## src/design/ncl_pkg.sv

```systemverilog
// ----------------------------------------------------------------------------
// ncl_pkg: shared types and constants of the nearest centroid labeler
// Field widths, operation codes, register indexes and the record that moves
// from one cluster cell to the next along the chain.
// ----------------------------------------------------------------------------
`default_nettype none

package ncl_pkg;

  localparam int MAX_CLUSTERS_DEF = 16;
  localparam int MAX_DIM_DEF      = 32;
  localparam int FEATURE_BITS_DEF = 16;

  localparam int CLUSTER_W    = 4;
  localparam int ELEM_W       = 5;
  localparam int VALUE_W      = 16;
  localparam int LABEL_W      = 4;
  localparam int CFG_W        = 5;
  localparam int SUM_W        = 40;
  localparam int DIFF_LIMIT_W = 20;
  localparam int APB_AW       = 3;
  localparam int APB_DW       = 32;
  localparam int IN_TDATA_W   = 32;
  localparam int OUT_TDATA_W  = 8;

  localparam logic [SUM_W-1:0] SUM_MAX          = {SUM_W{1'b1}};
  localparam logic [CFG_W-1:0] NUM_CLUSTERS_RST = CFG_W'(10);

  typedef enum logic {
    OP_CENTROID = 1'b0,
    OP_FEATURE  = 1'b1
  } op_t;

  typedef enum logic {
    REG_NUM_CLUSTERS = 1'b0
  } reg_idx_t;

  typedef struct packed {
    op_t                  op;
    logic [CLUSTER_W-1:0] cluster_index;
    logic [ELEM_W-1:0]    element_index;
    logic [VALUE_W-1:0]   element_value;
    logic                 last_element;
  } item_t;

  typedef struct packed {
    logic [SUM_W-1:0]   min_sum;
    logic [LABEL_W-1:0] label;
  } best_t;

  typedef struct packed {
    logic  valid;
    item_t item;
    best_t best;
  } link_t;

endpackage

`default_nettype wire

```

## src/design/ncl_ram.sv

```systemverilog
// ----------------------------------------------------------------------------
// ncl_ram: generic single-port-write, single-port-read memory
// One write and one registered read per cycle.
// ----------------------------------------------------------------------------
`default_nettype none

module ncl_ram #(
  parameter  int WIDTH = 16,
  parameter  int DEPTH = 32,
  localparam int AW    = (DEPTH > 1) ? $clog2(DEPTH) : 1
) (
  input  wire logic             clk,
  input  wire logic             we,
  input  wire logic [AW-1:0]    waddr,
  input  wire logic [WIDTH-1:0] wdata,
  input  wire logic             re,
  input  wire logic [AW-1:0]    raddr,
  output logic      [WIDTH-1:0] rdata_r
);

  logic [WIDTH-1:0] mem [DEPTH];

  always_ff @(posedge clk) begin
    if (we) begin
      mem[waddr] <= wdata;
    end
    if (re) begin
      rdata_r <= mem[raddr];
    end
  end

endmodule

`default_nettype wire

```

## src/design/ncl_cell.sv

```systemverilog
// ----------------------------------------------------------------------------
// ncl_cell: one cluster of the labeling chain
// Holds the centroid of one cluster and its running distance sum. Each
// transaction passes through four stages: centroid read, absolute difference,
// square, and saturating accumulate with the running minimum handed onwards.
// ----------------------------------------------------------------------------
`default_nettype none

module ncl_cell #(
  parameter int CELL_ID      = 0,
  parameter int MAX_DIM      = 32,
  parameter int FEATURE_BITS = 16
) (
  input  wire logic           clk,
  input  wire logic           rst_n,
  input  wire logic           adv_i,
  input  wire logic           en_i,
  input  wire ncl_pkg::link_t link_i,
  output ncl_pkg::link_t      link_o
);

  import ncl_pkg::*;

  localparam int AW    = (MAX_DIM > 1) ? $clog2(MAX_DIM) : 1;
  localparam int DW    = FEATURE_BITS + 1;
  localparam int EXT_W = (DW > DIFF_LIMIT_W) ? DW : DIFF_LIMIT_W + 1;

  logic                    in_rng;
  logic                    wr_en;
  logic [FEATURE_BITS-1:0] rd_data;

  link_t                   s1_r;
  logic                    s1_rng_r;
  link_t                   s2_r;
  logic                    s2_rng_r;
  logic [DIFF_LIMIT_W-1:0] s2_ad_r;
  logic                    s2_big_r;
  link_t                   s3_r;
  logic                    s3_rng_r;
  logic [SUM_W-1:0]        s3_sq_r;
  logic                    s3_big_r;
  link_t                   link_r;
  link_t                   link_nxt;
  logic [SUM_W-1:0]        sum_r;
  logic [SUM_W-1:0]        sum_nxt;

  logic signed [FEATURE_BITS-1:0] feat;
  logic signed [FEATURE_BITS-1:0] cent;
  logic signed [DW-1:0]           diff;
  logic        [DW-1:0]           ad;
  logic        [EXT_W-1:0]        ad_ext;
  logic                           big_nxt;
  logic        [2*DIFF_LIMIT_W-1:0] sq_full;
  logic        [SUM_W-1:0]        sq_nxt;
  logic        [SUM_W:0]          tot;
  logic        [SUM_W-1:0]        acc_sum;
  logic        [SUM_W-1:0]        new_sum;
  logic                           is_feat;
  logic                           add_en;
  logic                           take;

  assign in_rng = 32'(link_i.item.element_index) < 32'(MAX_DIM);
  assign wr_en  = adv_i && link_i.valid && (link_i.item.op == OP_CENTROID) && in_rng &&
                  (32'(link_i.item.cluster_index) == 32'(CELL_ID));

  ncl_ram #(
    .WIDTH (FEATURE_BITS),
    .DEPTH (MAX_DIM)
  ) u_ram (
    .clk     (clk),
    .we      (wr_en),
    .waddr   (AW'(link_i.item.element_index)),
    .wdata   (FEATURE_BITS'(link_i.item.element_value)),
    .re      (adv_i),
    .raddr   (AW'(link_i.item.element_index)),
    .rdata_r (rd_data)
  );

  always_comb begin
    feat    = FEATURE_BITS'(s1_r.item.element_value);
    cent    = rd_data;
    diff    = DW'(feat) - DW'(cent);
    ad      = diff[DW-1] ? DW'(-diff) : DW'(diff);
    ad_ext  = EXT_W'(ad);
    big_nxt = ad_ext > EXT_W'({DIFF_LIMIT_W{1'b1}});
  end

  assign sq_full = s2_ad_r * s2_ad_r;
  assign sq_nxt  = SUM_W'(sq_full);

  always_comb begin
    tot     = {1'b0, sum_r} + {1'b0, s3_sq_r};
    acc_sum = (s3_big_r || (tot >= {1'b0, SUM_MAX})) ? SUM_MAX : tot[SUM_W-1:0];
    is_feat = s3_r.valid && (s3_r.item.op == OP_FEATURE);
    add_en  = is_feat && en_i && s3_rng_r;
    new_sum = add_en ? acc_sum : sum_r;
    take    = en_i && ((CELL_ID == 0) || (new_sum < s3_r.best.min_sum));
    link_nxt = s3_r;
    if (take) begin
      link_nxt.best.min_sum = new_sum;
      link_nxt.best.label   = LABEL_W'(CELL_ID);
    end
    if (is_feat && s3_r.item.last_element) begin
      sum_nxt = '0;
    end else begin
      sum_nxt = new_sum;
    end
  end

  always_ff @(posedge clk) begin
    if (!rst_n) begin
      s1_r.valid   <= 1'b0;
      s2_r.valid   <= 1'b0;
      s3_r.valid   <= 1'b0;
      link_r.valid <= 1'b0;
      sum_r        <= '0;
    end else if (adv_i) begin
      s1_r     <= link_i;
      s1_rng_r <= in_rng;
      s2_r     <= s1_r;
      s2_rng_r <= s1_rng_r;
      s2_ad_r  <= ad_ext[DIFF_LIMIT_W-1:0];
      s2_big_r <= big_nxt;
      s3_r     <= s2_r;
      s3_rng_r <= s2_rng_r;
      s3_sq_r  <= sq_nxt;
      s3_big_r <= s2_big_r;
      link_r   <= link_nxt;
      sum_r    <= sum_nxt;
    end
  end

  assign link_o = link_r;

  // A sum only grows between two vector ends.
  assert property (@(posedge clk) disable iff (!rst_n)
    (adv_i && is_feat && !s3_r.item.last_element) |=> (sum_r >= $past(sum_r)))
    else $error("distance sum decreased within a vector");

  // The end of a vector leaves the sum cleared.
  assert property (@(posedge clk) disable iff (!rst_n)
    (adv_i && is_feat && s3_r.item.last_element) |=> (sum_r == '0))
    else $error("distance sum not cleared after the last element");

  // A saturated sum stays saturated until the vector ends.
  assert property (@(posedge clk) disable iff (!rst_n)
    ((sum_r == SUM_MAX) && !(adv_i && is_feat && s3_r.item.last_element))
      |=> (sum_r == SUM_MAX))
    else $error("saturated distance sum left saturation");

endmodule

`default_nettype wire

```

## config.mk

```make
export PLATFORM = sky130hd
export DESIGN_NAME = ncl_cell
export DESIGN_NICKNAME = d
export VERILOG_FILES = /design/src/design/ncl_pkg.sv /design/src/design/ncl_ram.sv /design/src/design/ncl_cell.sv
export SDC_FILE = /design/constraint.sdc
export NUM_CORES = 2
export LEC_CHECK = 0
export ABC_AREA = 1
export BUFFER_PORTS_ARGS = -buffer_cell sky130_fd_sc_hd__buf_2
export CAP_MARGIN = 15
export CORE_MARGIN = 2
export CORE_UTILIZATION = 50
export DETAILED_ROUTE_END_ITERATION = 10
export PLACE_DENSITY = 0.72
export SYNTH_ARGS = -nofsm -noshare
export SYNTH_HDL_FRONTEND = slang
export SYNTH_HIERARCHICAL = 1
export SYNTH_SLANG_ARGS = --single-unit
```

## constraint.sdc

```tcl
create_clock -name clk -period 11.4 [get_ports clk]
set_clock_uncertainty 0.05 [all_clocks]
set_input_delay 1.14 -clock clk [delete_from_list [all_inputs] [get_ports clk]]
set_output_delay 1.14 -clock clk [all_outputs]
set_load 0.1 [all_outputs]
```

==> impl_metrics.csv <==
group,metric,value,unit
route,dr.pass1.iters,5,
synth,ys_ff_latch,906,
route,final_antenna_net_count,0,
critical_path,crit_fanout,17,
finish,area_growth,9.77,%
synth,syn-num-nets,4960,
global_route,antenna_found_initial,4,
placement,dp.cells,5802,
route,vias_per_cell,5.28,
synth,synthArstFlopShare,0,
clocking,insertion_delay,690,ps
critical_path,cp_data_required_time,11740,ps
route,drt_iter0_drc,2912,
synth,yosysWarnings,6,
placement,gp_congestion,0.935,
clocking,hold_buffers,0,
global_route,grt_max_degree,128,
synth,yosysMostFrequentCell,"nand2_1",
route,via_count,31487,
global_route,grtUsageTotal,0.230,
timing,finalCriticalPeriod,6710,ps
timing,timing.setup.tns,0,ps
finish,fin_cells,5968,
floorplanning,die_h,311,um
timing,final_hold_viol_count,0,
clocking,ctsResizeCount,0,
placement,dp_hpwl,73.6,mm
worst_hold_path,hold_class,"flip-flop to flip-flop",
flow_run,drv_cap,0,
route,drc,0,
route,wl_met2,55.2,mm
finish,nets,5070,
floorplanning,row_count,112,
route,top_layer,"met5",
critical_path,crit_arrival,7060,ps
synth,syn-mean-instance-area,10.4,um2
critical_path,worstSetupPathType,"flip-flop to flip-flop",
placement,io_buffers,147,
timing,grt_setup_unrepaired,"no",
floorplanning,core_area,0.0933,mm2
critical_path,startpoint_type,"flip-flop",
clocking,cts_max_level,3,
synth,synth_common_cells,"nand2_1 (1,338), edfxtp_1 (862), inv_1 (579)",
synth,syn_inst,4531,
timing,setup-violations-final,0,
placement,place_area,0.0487,mm2
synth,synth.distinct_cells,46,
clocking,clock_tree.root_cell,"clkbuf_16",
route,routedWlPerCell,18.7,um
worst_hold_path,holdPathStages,0,
synth,yosysTopAreaCell,"edfxtp_1",
synth,synthesis.area,0.0470,mm2
floorplanning,initial_utilization,0.504,
route,route.met3.wl,7.46,mm
route,wl_met1,45.4,mm
clocking,clk_pin_slew,60,ps
synth,yosysTopAreaCellShare,0.550,
timing,timing.fmax,149,MHz
timing,fin_crit_sh,0.589,
clocking,clock_sinks,906,
synth,synth_edf_count,862,
clocking,cts_buffers,91,
finish,final_cell_area,0.0516,mm2
clocking,cts_buffer_depth,3,
floorplanning,ios,148,
clocking,cts_tree,"done",
timing,slew_violations,0,
floorplanning,die_w,311,um
timing,worst_pin_slew,1080,ps
global_route,grt-ovfl-total,0,
clocking,postCtsSetupRepairBufs,0,
finish,postLayoutCoreUtil,0.553,
synth,yosys-top-cells-area,"edfxtp_1 (55%), nand2_1 (11%), fa_1 (8.2%), nand3_1 (5.7%), inv_1 (4.6%)",
critical_path,worst_r2r_path_depth,19,
floorplanning,die-area,0.0965,mm2
finish,layout-drive-gt1-share,0.0827,
route,wirelength,111,mm
global_route,grt_pass1_wl,173,mm
global_route,grt_pass1_vias,31097,
synth,ys.flop_type,"edfxtp_1",
outcome,status,"complete, no violations",
critical_path,critPathCaptureType,"flip-flop",
timing,slew_headroom,0.279,
synth,ys_seq_area_frac,0.569,
[routing by layer]
layer	track usage	up-vias
li1	-	15084
met1	0.298	15117
met2	0.397	1081
met3	0.0369	199
met4	0.0744	6
met5	0	-
[worst paths after layout]
kind / from / end / slack, ps
max: s2_ad_r[4] / s3_sq_r[24] / 4690
max reg2reg: s2_ad_r[4] / s3_sq_r[24] / 4690
min: s2_r[19] / s3_r[19] / 350
min reg2reg: s2_r[19] / s3_r[19] / 350
[state kept, by name, indices dropped and copies added (netlist names), 17 cells and up]
register / cells
s2_ad_r: 17
link_o: 72
s3_sq_r: 33
s1_r: 56
link_nxt: 28
s2_r: 72
u_ram/mem: 512
s3_r: 44
sum_r: 40
[kinds of logic after synthesis]
family          count (synthesis)  synth area share
buf+inv                       762            0.0690
compound gates                238            0.0274
fa+ha+maj                     353             0.125
mux                             2          0.000479
flops                         906             0.569
xor+xnor                       76            0.0142
simple gates                 2194             0.195
[stage by stage]
step / hold WS [ps] / setup WS, ps
floorplan: 350 / 3100
global placement: 350 / 4900
detailed placement: 355 / 4770
CTS: 352 / 4730
global route: 360 / 4330
finish: 349 / 4690
[area by class of cell]
type                       instances  area (um2)
fill                            7915       41700
sequential                       906       26800
multi-input combinational       2863       17000
clock buffer                     114        2420
inverter                         583        2210
tap                             1254        1570
timing repair buffer             196        1110
clock inverter                    51         509
antenna                            1        2.50
[placed cells by master, fill, tap and decap left out, types with 6 or more instances in the layout]
cell,Yosys,routed
inv_1,579,577
inv_6,1,9
nor4_1,6,6
edfxtp_1,862,862
nor2_1,228,224
xor2_1,53,53
clkbuf_8,0,6
a21oi_1,158,158
clkbuf_16,0,91
nor2_2,5,9
or2_2,36,36
dfxtp_1,44,44
nand3_1,531,531
nand2_1,1338,1338
xnor2_1,23,23
clkinv_2,0,6
a21boi_0,6,6
nand3b_1,10,10
clkbuf_1,80,17
buf_4,28,50
ha_1,161,161
o21bai_1,11,11
o21ai_0,43,43
nand3_2,12,12
buf_2,37,145
clkinv_1,2,22
fa_1,192,192
nor3_1,16,16
[critical path, cell delays in order (launching register included)]
cell and delay, ps:
edfxtp_1 870, nand2_1 220, inv_1 110, fa_1 400
inv_1 80, fa_1 430, fa_1 530, inv_1 50
fa_1 470, fa_1 560, inv_1 60, fa_1 530
inv_1 50, ha_1 340, a21oi_1 160, a21boi_0 520
o21ai_0 390, a21oi_1 300, o21ai_0 140, xor2_1 160
Power is left out: the tool's default activity adds up to more than one toggle a clock period on the data nets, which glitch-free logic cannot reach.
